<file path="src/rtl/lfc_pkg.sv">
// Shared types and constants for the length-prefixed frame checker.
package lfc_pkg;

  // Comparison width for counts, lengths and header sizes (frames up to 255 bytes)
  localparam int CMP_W = 9;

  localparam logic [4:0] HDR_RESET = 5'd11;
  localparam logic [8:0] HDR_MIN   = 9'd2;

  // Result item kinds
  localparam logic [1:0] KIND_PAYLOAD  = 2'd0;
  localparam logic [1:0] KIND_EMPTY    = 2'd1;
  localparam logic [1:0] KIND_MISMATCH = 2'd2;
  localparam logic [1:0] KIND_BAD_LEN  = 2'd3;

  // Outcome of the byte on the input channel
  localparam logic [2:0] EV_NONE     = 3'd0;
  localparam logic [2:0] EV_BAD_LEN  = 3'd1;
  localparam logic [2:0] EV_MISMATCH = 3'd2;
  localparam logic [2:0] EV_EMPTY    = 3'd3;
  localparam logic [2:0] EV_REPLAY   = 3'd4;

  typedef struct packed {
    logic       accept;
    logic       load_status;
    logic [1:0] status_kind;
    logic       start_replay;
    logic       emit;
  } lfc_cmd_t;

  typedef struct packed {
    logic [2:0] evt;
    logic       out_free;
    logic       rd_last;
  } lfc_stat_t;

endpackage

</file>
<file path="src/rtl/lfc_datapath.sv">
// Frame store, counters, checksum and output register of the frame checker.
module lfc_datapath
  import lfc_pkg::*;
#(
  parameter int MAX_FRAME = 64
) (
  input  logic        clk,
  input  logic        rst_n,
  input  logic        cfg_we,
  input  logic [4:0]  cfg_header_bytes,
  input  logic [7:0]  in_data_byte,
  input  logic        out_stall,
  input  lfc_cmd_t    cmd,
  output lfc_stat_t   stat,
  output logic        out_valid,
  output logic [7:0]  out_payload_byte,
  output logic [1:0]  out_item_kind,
  output logic        out_last_item
);

  localparam int CW = $clog2(MAX_FRAME + 1);
  localparam int AW = $clog2(MAX_FRAME);
  localparam logic [CMP_W-1:0] MAX_LEN = CMP_W'(MAX_FRAME);

  logic [7:0]    mem [MAX_FRAME];
  logic [7:0]    rd_data_r;

  logic [4:0]    header_bytes_r;
  logic [CW-1:0] bytes_received_r, bytes_received_nxt;
  logic [7:0]    frame_length_r, frame_length_nxt;
  logic [7:0]    expected_sum_r, expected_sum_nxt;
  logic [7:0]    running_sum_r, running_sum_nxt;
  logic [AW-1:0] rd_ptr_r;
  logic [7:0]    end_r;

  logic          out_valid_r;
  logic [7:0]    out_byte_r;
  logic [1:0]    out_kind_r;
  logic          out_last_r;

  logic [CMP_W-1:0] hdr_ext, h_eff, count, fl_ext;
  logic [7:0]       fl_now;
  logic [2:0]       evt;

  // Clamp the header length to 2..MAX_FRAME
  always_comb begin
    hdr_ext = CMP_W'(header_bytes_r);
    if (hdr_ext < HDR_MIN) begin
      h_eff = HDR_MIN;
    end else if (hdr_ext > MAX_LEN) begin
      h_eff = MAX_LEN;
    end else begin
      h_eff = hdr_ext;
    end
  end

  always_comb begin
    fl_now           = (bytes_received_r == '0) ? in_data_byte : frame_length_r;
    fl_ext           = CMP_W'(fl_now);
    expected_sum_nxt = (bytes_received_r == CW'(1)) ? in_data_byte : expected_sum_r;
    running_sum_nxt  = (bytes_received_r == CW'(1)) ? running_sum_r
                                                    : running_sum_r + in_data_byte;
    count            = CMP_W'(bytes_received_r) + CMP_W'(1);
    frame_length_nxt = fl_now;
    bytes_received_nxt = bytes_received_r + CW'(1);

    if (count < h_eff) begin
      evt = EV_NONE;
    end else if (fl_ext < h_eff || fl_ext > MAX_LEN) begin
      evt = EV_BAD_LEN;
    end else if (count < fl_ext) begin
      evt = EV_NONE;
    end else if (running_sum_nxt != expected_sum_nxt) begin
      evt = EV_MISMATCH;
    end else if (fl_ext == h_eff) begin
      evt = EV_EMPTY;
    end else begin
      evt = EV_REPLAY;
    end
  end

  assign stat.evt      = evt;
  assign stat.out_free = !out_valid_r || !out_stall;
  assign stat.rd_last  = (CMP_W'(rd_ptr_r) + CMP_W'(1)) == CMP_W'(end_r);

  always_ff @(posedge clk) begin
    if (cmd.accept) begin
      mem[bytes_received_r[AW-1:0]] <= in_data_byte;
    end
    rd_data_r <= mem[rd_ptr_r];
  end

  always_ff @(posedge clk) begin
    if (!rst_n) begin
      header_bytes_r   <= HDR_RESET;
      bytes_received_r <= '0;
      frame_length_r   <= '0;
      expected_sum_r   <= '0;
      running_sum_r    <= '0;
      out_valid_r      <= 1'b0;
    end else begin
      if (cfg_we) begin
        header_bytes_r <= cfg_header_bytes;
      end
      if (cmd.accept) begin
        // drop the frame once it produces an outcome
        if (evt != EV_NONE) begin
          bytes_received_r <= '0;
          frame_length_r   <= '0;
          expected_sum_r   <= '0;
          running_sum_r    <= '0;
        end else begin
          bytes_received_r <= bytes_received_nxt;
          frame_length_r   <= frame_length_nxt;
          expected_sum_r   <= expected_sum_nxt;
          running_sum_r    <= running_sum_nxt;
        end
      end
      if (cmd.load_status || cmd.emit) begin
        out_valid_r <= 1'b1;
      end else if (!out_stall) begin
        out_valid_r <= 1'b0;
      end
    end
  end

  always_ff @(posedge clk) begin
    if (cmd.start_replay) begin
      rd_ptr_r <= h_eff[AW-1:0];
      end_r    <= fl_now;
    end else if (cmd.emit) begin
      rd_ptr_r <= rd_ptr_r + AW'(1);
    end
    if (cmd.load_status) begin
      out_byte_r <= 8'd0;
      out_kind_r <= cmd.status_kind;
      out_last_r <= 1'b1;
    end else if (cmd.emit) begin
      out_byte_r <= rd_data_r;
      out_kind_r <= KIND_PAYLOAD;
      out_last_r <= stat.rd_last;
    end
  end

  assign out_valid        = out_valid_r;
  assign out_payload_byte = out_byte_r;
  assign out_item_kind    = out_kind_r;
  assign out_last_item    = out_last_r;

endmodule

</file>
<file path="config.mk">
export PLATFORM = sky130hd
export DESIGN_NAME = lfc_datapath
export DESIGN_NICKNAME = d
export VERILOG_FILES = /design/src/rtl/lfc_pkg.sv /design/src/rtl/lfc_datapath.sv
export SDC_FILE = /design/constraint.sdc
export NUM_CORES = 1
export LEC_CHECK = 0
export BUFFER_PORTS_ARGS = -buffer_cell sky130_fd_sc_hd__buf_2
export CAP_MARGIN = 30
export CORE_UTILIZATION = 50
export DETAILED_ROUTE_END_ITERATION = 10
export HOLD_SLACK_MARGIN = 0.12
export PLACE_DENSITY_LB_ADDON = 0.05
export SLEW_MARGIN = 40
export SYNTH_ARGS = -nofsm -noshare
export SYNTH_HDL_FRONTEND = slang
export SYNTH_SLANG_ARGS = --single-unit
</file>
<file path="constraint.sdc">
create_clock -name clk -period 3.6 [get_ports clk]
set_clock_uncertainty 0.05 [all_clocks]
set_input_delay 0.18 -clock clk [delete_from_list [all_inputs] [get_ports clk]]
set_output_delay 0.18 -clock clk [all_outputs]
set_load 0.01 [all_outputs]
</file>
### Word-level counts from Yosys, hierarchy flattened

Memories as Yosys holds them, arrays and structs flattened. A register that Yosys moved wholly into a read port is not among the register bits.
Cells that the tools add are included.

* $lt $le $gt $ge: 5
* add/subtract/negate cells: 5
* reduce and logical (&&, ||, !) cells: 9
* mux-type cells: 21
* bitwise gates (word level): 0
* divide/modulo/power cells: 0
* shift operators: 0
* equality and inequality tests: 5
* $mul: 0

Operators by type and width (number)
* 2-to-1 mux 8 bit: 6
* less-than comparator 8 x 9 -> 1 bit: 2
* 2-to-1 mux 3 bit: 5
* 2-to-1 mux 6 bit: 2
* == test 8 x 9 -> 1 bit: 1
* adder 7 x 1 -> 8 bit, second input constant: 1
* adder 8 bit: 1
* == test 7 x 8 -> 1 bit: 1
* > comparator 8 x 7 -> 1 bit, second input constant: 1
* less-than comparator 8 bit: 1
* != test 8 bit: 1
* adder 6 x 1 -> 7 bit, second input constant: 1
* adder 7 x 1 -> 7 bit, second input constant: 1
* == test 7 x 1 -> 1 bit, second input constant: 1
* logical NOT 7 bit: 1
* 2-to-1 mux 7 bit: 1
* adder 6 x 1 -> 6 bit, second input constant: 1
* less-than comparator 5 x 2 -> 1 bit, second input constant: 1
* 2-to-1 mux 5 bit: 1
* 2-to-1 mux 1 bit: 4
* 2-to-1 mux 2 bit: 2
* nonzero test 2 bit: 2
* logical OR 1 bit: 3
* nonzero test 3 bit: 1
* 2 further kinds: 3

* output and inout port bits: 17
* bits in registers: 62
* bits in read-only memories: 0
* memory bits (writable): 512
* memories kept: 1
* latch bits: 0

Memories
* mem: depth 64, width 8, read ports 1, clocked after Yosys merged registers in 1, write ports 1, line lfc_datapath.sv:25 `logic [7:0] mem [MAX_FRAME];`

### Longest topological paths before layout

Gate-level depths: netlist of the first run.

* depth after elaboration: 10
* gate-level depth with buffers: 16
* mapped depth without buffers: 13

### Worst setup path before layout of the first run

Ideal clock, no wire load.

* path kind: register to register
* start point: register bytes_received_r[0]
* end point: register bytes_received_r[5]
* clock period less this slack: 3.373 ns
* setup slack: 0.227 ns
* cell stages (with the launch flop): 17
* library setup time: 0.070 ns
* data required time: 3.480 ns
* arrival: 3.253 ns
* cells stage by stage: dfxtp_1 > buf_2 > inv_2 > ha_1 > nand3_1 > buf_4 > mux2_2 > inv_1 > ha_1 > a21oi_1 > o21ai_0 > a2111o_1 > o21a_1 > a211oi_2 > buf_4 > nand3_1 > a21boi_1

* word-level cells in the longest chain between the ends: 10

RTL lines
* start, declared: line lfc_datapath.sv:29 `logic [CW-1:0] bytes_received_r, bytes_received_nxt;`
* start signal, assigned: line lfc_datapath.sv:113 `bytes_received_r <= bytes_received_nxt;`
* logical NOT 7 bit (*): line lfc_datapath.sv:58 `fl_now = (bytes_received_r == '0) ? in_data_byte : frame_length_r;`
* 2-to-1 mux 8 bit (*): line lfc_datapath.sv:58
* net fl_now[7]: line lfc_datapath.sv:42 `logic [7:0] fl_now;`
* branches (longest 4 deep; another with less-than comparator 8 bit)
* 2-to-1 mux 3 bit (*): line lfc_datapath.sv:69 `end else if (fl_ext < h_eff || fl_ext > MAX_LEN) begin`
* 2-to-1 mux 3 bit (*): line lfc_datapath.sv:67 `if (count < h_eff) begin`
* nonzero test 3 bit (*): line lfc_datapath.sv:107 `if (evt != EV_NONE) begin`
* 2-to-1 mux 7 bit (*): line lfc_datapath.sv:107

Mark *: on every way through the listed nets, which the timed path passes.
A chain may end at the register's enable or synchronous reset.

==> results, run 1 <==
- The final-report max-slew violation count is 0.
- The mapped netlist covers 23,700 sq um.
- The sort of element at the start of the critical path is a register.
- The clock power share is 39.4%.
- The final HPWL from detailed placement is 34.3 mm.
- The insertion delay of the later-clocked pin in the worst-skew pair is 0.62 ns.
- The finished layout cell area is 27,700 sq um.
- The number of clock sinks is 582.
- The number of CTS-inserted buffers is 60.
- After technology mapping, the gate count stands at 1,222.
- The total number of nets in the final design is 1,456.
- The total routing resource utilization after global routing is 23.7%.
- The internal portion of the total power is 11.9 mW.
- The path type of the worst min-delay path is in -> reg.
- The maximum buffer depth of the clock tree is 3.
- Max-cap violations in this run came to 0.
- The relative max-transition margin is 43.8%.
- Counting the fill cells in the layout gives 3,491.
- The clock tree from TritonCTS is done.
- The clock period could shrink to 3.49 ns.
- Leaving out fill and tap cells, the most frequent cells in the layout are 528 x sky130_fd_sc_hd__edfxtp_1, 168 x sky130_fd_sc_hd__mux4_2, 110 x sky130_fd_sc_hd__nor2_1, 102 x sky130_fd_sc_hd__buf_4, 62 x sky130_fd_sc_hd__clkbuf_16.
- The number of storage elements in the synthesis netlist is 582.
- The iteration-0 DRC count of the detailed router is 943.
- The number of global-route vias before repair is 12,257.
- Sequential cells burn 48.9% of the power.
- The smallest setup slack after layout is 0.110 ns.
- 40 I/O pins were placed.
- The total power of the final layout is 15.5 mW.
- From bottom edge to top edge, the die measures 220 um.
- Dividing total power by cell area gives a power density of 560 nW/um^2.
- At the end of routability-driven placement, the weighted congestion stood at 0.828.
- The number of cells on the worst reg-to-reg path is 16.
- The capturing point of the worst reg2reg path is frame_length_r[6]$_SDFFE_PN0P_.
- The proportion of total power due to net switching is 23.2%.
- The total number of vias is 11,946.
- Once layout is complete, the cells apart from fillers number 2,063.
- The number of rows created at floorplan is 79.
- Summed over all nets, the switching power comes to 3.59 mW.
- The final cycle utilization of the critical path is 96.9%.
- After detailed routing, the number of remaining DRC violations is 0.
- The synthesized netlist net count is 1,273.
- The area enclosed by the die boundary is 48,300 sq um.
- Yosys mapped a number of flops with a built-in enable equal to 528.
- Setup violations remaining at the end of the flow were counted as 0.
- The flow ran to the end, and the final reports show no timing, DRC or antenna violations.
- The initial cell density of the core is 50.8%.
- The setup check on the worst reg-to-reg path leaves a slack of 0.16 ns.
- The instance area at placement is 25,000 sq um.
- The share of layout cells above drive strength 1 is 31.0%.
- The routed wire length is 54.9 mm.
- The H-tree depth is 2.
- After detailed routing, the average wire length per cell comes to 26.6 um.
- The worst setup path is of the reg -> out kind.
- The die is 220 um wide.
- The slew at the pin closest to its max-slew limit is 0.843 ns.
- Yosys mapped the design onto 62 distinct sky130hd cell types.
- Entering global routing, the biggest net connects 80 pins.
- The endpoint of the worst hold-timing path is end_r[0]$_DFFE_PP_.
- After detailed routing, the number of vias per cell comes to 5.79.
- In this run the remaining antenna-violating nets after routing total 0.
- Leaving out fill and tap cells, the most frequent cell in the layout is sky130_fd_sc_hd__edfxtp_1.
- The diode insertion count for antenna repair is 0.
- The first-pass GRT wire length is 81.0 mm.
- The count of synthesis-stage warnings from yosys is 0.
- CTS placed an instance of sky130_fd_sc_hd__clkbuf_16 at the clock tree root.
- A synthesized cell averages 19.4 sq um.
- The worst hold path was traced through 4 stages.
- The number of hold violations in the final report was 0.
- Among all flip-flop cells after synthesis, the most frequent one is sky130_fd_sc_hd__edfxtp_1.
- The category of the worst setup path capture point is an output pin.
- Across the VDD grid, the largest voltage drop is 0.365 mV.
- The data required time of the worst path is 3.37 ns.
- For this run, asynchronously set or reset flops after synthesis account for 0%.
- The clock transition at the registers of the reported paths is 0.06 ns.
- The number of antenna violations at the first check in global routing is 1.
- The analysis attributes to cell leakage a power of 9.32 nW.
- Setup repair after global routing could not meet its margin everywhere.
- Final hold analysis gives a worst-case slack of 0.153 ns.
- The startpoint identified for the worst hold timing path is in_data_byte[0].
- For this run, the top clock speed supported by timing is 287 MHz.
- In this run the tool buffered the top-level ports with 39 buffer cells.
- The floorplan step defined a core boundary enclosing 46,700 sq um.
- The total placed cells including tap cells is 1,890.
- Prior to clock tree synthesis, the placed netlist has a worst setup slack of 0.111 ns.
- The share of total power dissipated in combinational logic is 11.7%.
- For the worst setup path, the data arrival time is 3.26 ns.
- Sequential cells were found to cover 71.5% of the synthesized design area.
- The layout-stage area growth over the synthesis result is 17.1%.
- The launch instance of the worst register-to-register path is bytes_received_r[3]$_SDFFE_PN0P_.
- Along the worst path, the maximum fanout reaches 3.
- Summed over all layers, the global routing overflow is 0.
- The number of detailed-routing iterations run before antenna repair is 5.
## worst max path at each step
stage | from | end | slack [ns] | cells past startpoint
CTS | bytes_received_r[2]$_SDFFE_PN0P_ | stat[4] | 0.01 | 12
finish | running_sum_r[0]$_SDFFE_PN0P_ | stat[4] | 0.11 | 10
floorplan | bytes_received_r[0]$_SDFFE_PN0P_ | bytes_received_r[5]$_SDFFE_PN0P_ | 0.23 | 16
detailed placement | bytes_received_r[0]$_SDFFE_PN0P_ | frame_length_r[4]$_SDFFE_PN0P_ | 0.11 | 15
global route | bytes_received_r[3]$_SDFFE_PN0P_ | stat[4] | -0.03 | 13
global placement | bytes_received_r[6]$_SDFFE_PN0P_ | frame_length_r[4]$_SDFFE_PN0P_ | 0.18 | 13
## power by group through the flow
| stage | clock, mW | sequential (mW) | combinational (mW) |
|---|---|---|---|
| final | 6.12 | 7.60 | 1.81 |
| after global routing | 6.48 | 7.61 | 1.94 |
| after CTS | 6.24 | 7.60 | 1.79 |
| after detailed placement | 0 | 7.74 | 1.73 |
| after global placement | 0 | 7.74 | 1.72 |
| after floorplan | 0 | 7.69 | 1.14 |
## per-stage QoR
| stage | util, % | setup TNS (ns) |
|---|---|---|
| floorplan | - | 0 |
| global placement | 53.6 | 0 |
| detailed placement | 53.6 | 0 |
| CTS | 59.0 | 0 |
| global route | 59.5 | -0.0452 |
| finish | 59.5 | 0 |
## synthesized netlist by cell type (2+ instances only)
cell type                     n  area, sq um
sky130_fd_sc_hd__clkbuf_1    29          109
sky130_fd_sc_hd__or2_2        3         18.8
sky130_fd_sc_hd__and3b_1      2         17.5
sky130_fd_sc_hd__a211oi_1     8         60.1
sky130_fd_sc_hd__and2_1       3         18.8
sky130_fd_sc_hd__buf_2        9         45.0
sky130_fd_sc_hd__mux2i_1     22          220
sky130_fd_sc_hd__nand3_1     19         95.1
sky130_fd_sc_hd__nor3_1       5         25.0
sky130_fd_sc_hd__xor2_1      27          236
sky130_fd_sc_hd__nor2b_1      6         37.5
sky130_fd_sc_hd__nor4b_1      2         17.5
sky130_fd_sc_hd__nand4_1      7         43.8
sky130_fd_sc_hd__a31oi_1      3         18.8
sky130_fd_sc_hd__o22ai_1      2         12.5
sky130_fd_sc_hd__buf_4        3         22.5
sky130_fd_sc_hd__nand3b_1     2         15.0
sky130_fd_sc_hd__mux4_2     168         3780
sky130_fd_sc_hd__inv_1       17         63.8
sky130_fd_sc_hd__buf_1       12         45.0
sky130_fd_sc_hd__a21oi_1     16         80.1
sky130_fd_sc_hd__and3_1       5         31.3
sky130_fd_sc_hd__nand2_1     33          124
sky130_fd_sc_hd__nor4_1       4         25.0
sky130_fd_sc_hd__o21bai_1     2         15.0
sky130_fd_sc_hd__o2111ai_1    9         78.8
sky130_fd_sc_hd__xnor2_1     14          123
sky130_fd_sc_hd__edfxtp_1   528        15900
sky130_fd_sc_hd__ha_1        27          338
sky130_fd_sc_hd__or3b_2       2         17.5
sky130_fd_sc_hd__buf_6        9          101
sky130_fd_sc_hd__nor2_1     116          435
sky130_fd_sc_hd__o21a_1       3         22.5
sky130_fd_sc_hd__dfxtp_1     54         1080
sky130_fd_sc_hd__a21o_1       4         30.0
sky130_fd_sc_hd__a21boi_1     2         15.0
sky130_fd_sc_hd__o21ai_0     18         90.1
sky130_fd_sc_hd__a21boi_0     3         22.5
## cell families after synthesis
group	synth area share, %
and+or+nand+nor	4.16
adders and majority gates	1.51
DFF	71.5
buffers and inverters	1.66
muxes	17.1
xor gates and xnor gates	1.62
AOI/OAI and AO/OA	2.46
## cell type report
cell class	instances	area, sq um	area share, %
clock buffers	74	1650	5.93
multi-input cells	559	6560	23.7
well taps	607	759	2.74
repair buffers	183	1440	5.20
inverters	19	71.3	0.257
flip-flops and latches	582	16900	61.1
clock inverters	39	323	1.16
## critical path, cell delays in order, from the launching register on
cell and delay [ns]:
sky130_fd_sc_hd__dfxtp_1 0.35, sky130_fd_sc_hd__ha_1 0.22, sky130_fd_sc_hd__fa_2 0.39, sky130_fd_sc_hd__a211oi_4 0.30
sky130_fd_sc_hd__o21bai_1 0.14, sky130_fd_sc_hd__mux2i_1 0.15, sky130_fd_sc_hd__a2111oi_2 0.33, sky130_fd_sc_hd__nand4_1 0.23
sky130_fd_sc_hd__and2_1 0.22, sky130_fd_sc_hd__nor3b_1 0.16, sky130_fd_sc_hd__buf_2 0.15
## layer usage
layer	share of wire [%]	GRT usage, %	routed length (um)	up-vias
li1	-	-	-	5337
met1	42	32.5	23300	6218
met2	50	39.1	27500	303
met3	4.8	3.98	2630	86
met4	2.8	6.94	1510	2
met5	0.031	0	17	-
## flip-flops by register name, indices dropped and copies added, names as in the netlist
signal and flops:
running_sum_r 8, mem 512, bytes_received_r 7, out_valid 1, out_last_item 1, out_payload_byte 8
out_item_kind 2, header_bytes_r 5, end_r 8, rd_ptr_r 6, expected_sum_r 8, frame_length_r 8
rd_data_r 8
## repair_timing
| item | 4_1_cts | 5_1_grt |
|---|---|---|
| hold endpoints to repair | 87 | 0 |
| gates cloned | 0 | 0 |
| setup buffers | 17 | 9 |
| endpoints found under the setup margin | 3 | 20 |
| pin swaps | 8 | 19 |
| gates resized for setup | 20 | 23 |
| hold buffers | 34 | 0 |
No activity file was read; power rests on OpenSTA's default activity.
==> run 2: changes to the inputs <==
--- a/config.mk
+++ b/config.mk
@@ -7,7 +7,9 @@
 export LEC_CHECK = 0
 export BUFFER_PORTS_ARGS = -buffer_cell sky130_fd_sc_hd__buf_2
 export CAP_MARGIN = 30
-export CORE_UTILIZATION = 50
+export CELL_PAD_IN_SITES_DETAIL_PLACEMENT = 0
+export CELL_PAD_IN_SITES_GLOBAL_PLACEMENT = 2
+export CORE_UTILIZATION = 44
 export DETAILED_ROUTE_END_ITERATION = 10
 export HOLD_SLACK_MARGIN = 0.12
 export PLACE_DENSITY_LB_ADDON = 0.05
==> run 2 against run 1 <==
- the run now ends with design-rule violations left
- highest routed layer is now met4
- global-route usage shrank 2.3 points
- via count grew 0.20%
- first-iteration DRC count shrank 5.0%
- die area grew 14%
- register-to-register slack gained 0.05 ns
- cell count grew 3.9%
- critical path depth grew 4
- sequential share of layout area shrank 0.65 points
==> results, run 2 (same netlist as run 1, synthesis figures left out) <==
- In this run the horizontal extent of the chip is 234 um.
- For the worst-skew pair, the clock arrives at the later sink with an insertion delay of 0.64 ns.
- The I/O pin total is 40.
- The worst path in the final design needs a cycle of 3.53 ns, including I/O delays and setup.
- The layer flagged by global routing as most heavily used is met2.
- The critical path is of the reg -> out type.
- The total overflow left after global routing is 0.
- The pre-antenna-repair detailed-routing pass consisted of 8 iterations.
- Entering global routing, the biggest net connects 68 pins.
- The initial utilization of the core area, before any placement, comes to 44.8%.
- The worst reg-to-reg setup slack is 0.21 ns.
- The share of layout cells above drive strength 1 is 33.0%.
- Measured against its own limit, the worst slew margin works out to 43.9%.
- The highest-delay cell along the critical path is sky130_fd_sc_hd__dfxtp_2.
- Setup slack on the critical path of the routed design comes to 0.0716 ns.
- The number of CTS-inserted buffers is 61.
- Summed over all cells, the static leakage comes to 9.32 nW.
- The layout-stage area growth over the synthesis result is 18.4%.
- The category of the worst setup path capture point is an output pin.
- The maximum fanout encountered on the critical timing path is 3.
- The highest attainable clock frequency is 283 MHz.
- The checks that failed: design-rule violations.
- The critical path buffer and inverter count is 3.
- After the first detailed-routing iteration, the DRC count stood at 896.
- The clock net in this run drives a total of 582 sinks.
- The most common cell after layout, fill and taps aside is sky130_fd_sc_hd__edfxtp_1.
- The clock root buffer master is sky130_fd_sc_hd__clkbuf_16.
- Across every metal layer, demand over resource in global routing totals 21.4%.
- The total number of nets in the final design is 1,454.
- IR analysis of the VDD net gives a maximum drop of 0.399 mV.
- The worst stage delay on the critical path is 0.33 ns.
- Setup violations remaining at the end of the flow were counted as 0.
- Measured along the y axis, the die boundary spans 234 um.
- The final-report max-slew violation count came to 0.
- In this run the power density over the cells is 561 nW/um^2.
- In this run the worst hold path is classified as in -> reg.
- The total placed cells including tap cells is 1,976.
- Traced cell by cell, the critical path runs through nor3_4, nand3_4, mux2i_4, inv_1, ha_1, nor2b_1, o21ai_0, a21oi_1, o31ai_2, buf_4, a21oi_4, and3b_1, nor3b_2, buf_2.
- The global-route met3 utilization is 3.95%.
- After detailed placement, the total cell area comes to 25,200 sq um.
- The finished layout cell area is 28,100 sq um.
- The tool flagged a number of max-cap violations equal to 0.
- At the worst endpoint, the required time is 3.37 ns.
- The gate family responsible for the most delay along the worst path is simple AND/OR/NAND/NOR gates.
- In the global route stage, met2 resource usage came out at 33.4%.
- After clock tree synthesis, the clock-pin slew on the worst setup and hold paths is 0.06 ns.
- The non-filler instance count after layout is 2,144.
- The flow ran to the end, but the final reports show violations.
- Timing analysis after detailed placement gives a worst setup slack of -0.00618 ns.
- The number of global-route vias before repair came to 12,198.
- The total power of the final layout is 15.7 mW.
- For the pin with the worst max-slew slack, the measured transition is 0.839 ns.
- The first global-routing pass estimated 83.2 mm of wire.
- In this run the core area contains 84 standard-cell rows.
- The H-tree depth is 2.
- The core region is 52,900 sq um.
- Dividing the final minimum period by the clock period gives 98.0%.
- The area used by multi-input combinational logic is 6760 sq um.
- The routing usage on met1 is 31.0%.
- The routed design has 56.6 mm of wire.
- The worst setup path is launched from a register.
- TritonCTS built the clock tree.
- After detailed routing, the number of vias per cell comes to 5.58.
- The number of hold violations in the final report is 0.
- Once detail routing completed, the nets flagged for antenna violations numbered 0.
- The area enclosed by the die boundary is 54,800 sq um.
- The maximum buffer depth of the clock tree is 3.
- The final HPWL from detailed placement is 35.4 mm.
- For this run, design rule violations remaining after detail routing come to 4.
- The number of flip-flops under the largest register name is 512.
- Leaving out fill and tap cells, the most frequent cells in the layout are 528 x sky130_fd_sc_hd__edfxtp_1, 168 x sky130_fd_sc_hd__mux4_2, 96 x sky130_fd_sc_hd__nor2_1, 95 x sky130_fd_sc_hd__buf_4, 61 x sky130_fd_sc_hd__clkbuf_16.
- Routability-driven placement finished with a final weighted congestion of 0.764.
- The post-detailed-route wirelength per cell is 26.4 um.
- The area taken by flip-flops and latches is 16,900 sq um.
- For the worst setup path, the data arrival time is 3.30 ns.
- The total number of vias is 11,970.
- The number of antenna violations at the first check in global routing is 1.
- During placement, the flow inserted port buffers numbering 39.
- Setup repair after global routing could not meet its margin everywhere.
- After filler insertion, the fill cell instance count of the layout stands at 4,200.
- The diode insertion count for antenna repair is 0.
run 2: repair_timing:
action                                  CTS  global route
gates resized for setup                  39            36
hold endpoints to repair                105             0
setup buffers                             8             7
hold buffers                             36             0
gates cloned                              1             0
endpoints found under the setup margin    9            16
pin swaps                                11            14
run 2: final timing paths:
kind,cells after the start,endpoint,start
setup / recovery,14,stat[4],bytes_received_r[3]$_SDFFE_PN0P_
setup reg to reg,16,frame_length_r[2]$_SDFFE_PN0P_,bytes_received_r[3]$_SDFFE_PN0P_
hold / removal,2,mem[34][6]$_DFFE_PP_,in_data_byte[6]
hold reg to reg,2,out_payload_byte[3]$_SDFFE_PP0P_,rd_data_r[3]$_DFF_P_
run 2: through the flow:
stage	TNS (ns)	hold slack, ns	utilization [%]
after detailed placement	-0.00644	0.355	47.6
after global placement	0	0.352	47.6
after floorplan	0	0.224	-
after global routing	-0.104	0.334	53.1
final	0	0.312	53.1
after CTS	0	0.284	52.5
run 2: final cells by class:
cell class | instances | share of cell area (%)
well taps | 688 | 3.07
clock inverters | 43 | 1.44
multi-input cells | 559 | 24.1
repair buffers | 180 | 5.12
inverters | 19 | 0.254
flip-flops and latches | 582 | 60.4
clock buffers | 73 | 5.64
run 2: routing by layer:
layer / up-vias / wire length [um]
met5: - / 0
met4: 0 / 1110
met3: 67 / 3130
met2: 282 / 26700
met1: 6285 / 25700
li1: 5336 / -
run 2: worst reg2reg max path, delay by kind of cell, from the launching register on:
family / cells / cell delay (ns)
compound gates: 7 / 1.22
fa+ha+maj: 1 / 0.21
buf+inv: 5 / 0.82
flops: 1 / 0.33
mux: 1 / 0.29
simple gates: 2 / 0.38
run 2: report_power, final:
part	switching [mW]	internal, mW
combinational	0.998	0.893
clock	2.62	3.63
sequential	0.0963	7.49
total	3.72	12.0
==> run 3: changes to the inputs <==
--- a/config.mk
+++ b/config.mk
@@ -9,7 +9,8 @@
 export CAP_MARGIN = 30
 export CELL_PAD_IN_SITES_DETAIL_PLACEMENT = 0
 export CELL_PAD_IN_SITES_GLOBAL_PLACEMENT = 2
-export CORE_UTILIZATION = 44
+export CORE_UTILIZATION = 46
+export CTS_BUF_LIST = sky130_fd_sc_hd__clkbuf_4
 export DETAILED_ROUTE_END_ITERATION = 10
 export HOLD_SLACK_MARGIN = 0.12
 export PLACE_DENSITY_LB_ADDON = 0.05
==> run 3 against run 2 <==
- the flow finishes with violations (negative setup slack)
- core utilization grew 2.6 points
- clock power shrank 10%
- register-to-register slack lost 0.04 ns
- critical path depth shrank 1
- worst hold slack lost 0.11 ns
- die area shrank 4.3%
- global-route usage grew 1.2 points
- combinational power grew 2%
- sequential power is essentially flat
- total power shrank 3.9%
- critical path type unchanged
- largest cell class unchanged
==> results, run 3 (same netlist as run 1, synthesis figures left out) <==
- The iteration-0 DRC count of the detailed router is 851.
- The total placed cells including tap cells is 1,961.
- The max-capacitance violation count is 0.
- The number of flip-flops under the largest register name is 512.
- The routed layout has 12,656 vias.
- The total number of nets in the final design is 1,570.
- Setup repair after global routing could not meet its margin everywhere.
- The number of rows created at floorplan is 82.
- The maximum buffer depth of the clock tree is 3.
- The share of layout cells above drive strength 1 is 38.2%.
- The maximum fanout encountered on the critical timing path is 5.
- For this run, global-route usage on met2 was measured as 34.7%.
- The leftover overflow at the end of global routing is 0.
- The number of global-route vias before repair is 13,208.
- The area enclosed by the die boundary is 52,400 sq um.
- The instance area at placement is 25,200 sq um.
- The checks that failed: negative setup slack.
- The clock tree from TritonCTS is done.
- In the final routed layout, each cell accounts on average for 24.5 um.
- The start-to-end type of the worst setup path is reg -> out.
- Clock tree synthesis selected as its root buffer the cell sky130_fd_sc_hd__clkbuf_4.
- Adding up every negative setup slack in the final design gives -0.722 ns.
- The number of hold violations in the final report is 0.
- The first detailed-routing pass took 5 iterations.
- The insertion delay of the later-clocked pin in the worst-skew pair is 0.96 ns.
- The library cell used most frequently in the layout, excluding fill and tap cells, is sky130_fd_sc_hd__edfxtp_1.
- Leaving out filler cells and counting taps, the final layout contains 2,304.
- Counting instances, the worst hold path has a depth of 4.
- The run finished, with violations left.
- Detailed placement finished with a half-perimeter wire length of 34.8 mm.
- The final-report max-slew violation count is 0.
- The last weighted congestion value of the routability-driven placer is 0.775.
- The power per standard cell area is 538 nW/um^2.
- The sort of element at the start of the critical path is a register.
- In the global route stage, met3 resource usage came out at 5.21%.
- The layout-stage area growth over the synthesis result is 18.6%.
- The final cycle utilization of the critical path is 108%.
- The count of nets left with antenna violations once routing finished came out at 0.
- The floorplan step set the die height to 229 um.
- The detailed-route DRC error count is 0.
- At the worst endpoint, the arrival time is 3.64 ns.
- The path with the worst hold slack has its endpoint at end_r[2]$_DFFE_PP_.
- The first-pass GRT wire length is 85.4 mm.
- The post-layout minimum cycle time is 3.87 ns.
- met2 is the most crowded layer.
- Setup violations remaining at the end of the flow were counted as 3.
- Static timing analysis puts the maximum clock frequency at 258 MHz.
- The standard cell core area is 50,500 sq um.
- The category of the worst setup path capture point is an output pin.
- The number of antenna violations at the first check in global routing was 2.
- The library cells used most frequently in the layout, excluding fill and tap cells, are 528 x sky130_fd_sc_hd__edfxtp_1, 231 x sky130_fd_sc_hd__clkbuf_4, 168 x sky130_fd_sc_hd__mux4_2, 102 x sky130_fd_sc_hd__nor2_1, 95 x sky130_fd_sc_hd__buf_4.
- Across every metal layer, demand over resource in global routing totals 22.6%.
- The capturing point of the worst reg2reg path is running_sum_r[0]$_SDFFE_PN0P_.
- In this run the critical register-to-register path is launched from bytes_received_r[5]$_SDFFE_PN0P_.
- In this run the tool buffered the top-level ports with 39 buffer cells.
- The slew at the pin closest to its max-slew limit is 0.827 ns.
- The clock transition at the registers of the reported paths is 0.07 ns.
- The smallest setup slack after layout is -0.271 ns.
- After detailed routing, the total wire length is 56.4 mm.
- The ratio of routed vias to standard cells is 5.49.
- For flop-to-flop paths, the worst setup slack is 0.17 ns.
- Data on the critical path is required at its endpoint by 3.37 ns.
- The H-tree generated during clock tree synthesis spans 4 levels.
- The maximum resistive drop on vdd is 0.350 mV.
- The launch instance of the worst min-delay path is in_data_byte[2].
- Power comes to 15.1 mW.
- In this run, CTS created clock tree buffers numbering 154.
- The relative max-transition margin is 44.9%.
- For met1 alone, demand over resource in global routing was 32.0%.
- The finished layout cell area is 28,100 sq um.
- The I/O pin total is 40.
- The number of clock sinks is 582.
- The leakage power summed over all cells is 9.60 nW.
- The path type of the worst min-delay path is in -> reg.
- For this configuration, the core starts out at a cell density of 46.9%.
- In this run the horizontal extent of the chip is 229 um.
- The number of cells on the worst reg-to-reg path is 17.
- Entering global routing, the biggest net connects 70 pins.
-- run 3: layout make-up --
cell class / count / area (sq um)
fill: 4081 / 22400
sequential: 582 / 16900
multi-input combinational: 559 / 6620
clock buffer: 231 / 1730
timing repair buffer: 203 / 1720
tap: 672 / 841
clock inverter: 35 / 168
inverter: 19 / 71.3
antenna: 3 / 7.51
-- run 3: power by group --
part           leakage (nW)  internal [mW]  switching (mW)
Clock                  1.14           2.98            2.62
Sequential             5.22           7.49          0.0899
Combinational          3.24          0.936           0.995
-- run 3: critical path: stages (launching register included) --
cell	delay [ns]
sky130_fd_sc_hd__dfxtp_2	0.33
sky130_fd_sc_hd__nor3_4	0.24
sky130_fd_sc_hd__nand3_4	0.13
sky130_fd_sc_hd__buf_8	0.17
sky130_fd_sc_hd__mux2_4	0.31
sky130_fd_sc_hd__inv_2	0.07
sky130_fd_sc_hd__ha_4	0.20
sky130_fd_sc_hd__a21oi_2	0.14
sky130_fd_sc_hd__o21ai_2	0.08
sky130_fd_sc_hd__a2111o_1	0.30
sky130_fd_sc_hd__o21a_4	0.24
sky130_fd_sc_hd__and3b_1	0.19
sky130_fd_sc_hd__nor3b_1	0.13
sky130_fd_sc_hd__buf_2	0.15
-- run 3: metrics by stage --
| step | setup slack, ns | hold WS (ns) | utilization (%) |
|---|---|---|---|
| after floorplan | 0.227 | 0.224 | - |
| after global routing | -0.451 | 0.177 | 55.7 |
| after global placement | 0.172 | 0.349 | 50.0 |
| final | -0.271 | 0.202 | 55.7 |
| after detailed placement | 0.120 | 0.358 | 50.0 |
| after CTS | -0.364 | 0.121 | 55.3 |
-- run 3: worst max-delay path by stage --
| stage | slack, ns | end | start |
|---|---|---|---|
| 3_5_place_dp | 0.12 | bytes_received_r[1]$_SDFFE_PN0P_ | bytes_received_r[0]$_SDFFE_PN0P_ |
| 2_1_floorplan | 0.23 | bytes_received_r[5]$_SDFFE_PN0P_ | bytes_received_r[0]$_SDFFE_PN0P_ |
| 3_3_place_gp | 0.17 | bytes_received_r[4]$_SDFFE_PN0P_ | bytes_received_r[1]$_SDFFE_PN0P_ |
| 6_report | -0.27 | stat[4] | bytes_received_r[5]$_SDFFE_PN0P_ |
| 5_1_grt | -0.45 | stat[4] | running_sum_r[0]$_SDFFE_PN0P_ |
| 4_1_cts | -0.36 | stat[4] | bytes_received_r[5]$_SDFFE_PN0P_ |
-- run 3: per-layer routing --
layer / vias to the layer above / share of wire [%]
met1: 6614 / 46
met3: 64 / 4.6
met5: - / 0
met4: 0 / 1.6
met2: 310 / 48
li1: 5668 / -
-- run 3: what timing repair did --
action                                  CTS  global route
buffers inserted                          9            10
gates cloned                              1             1
hold buffers                             56             0
endpoints found under the setup margin    3             8
hold endpoints to repair                591             0
gates resized for setup                  43            13
pin swaps                                13             5
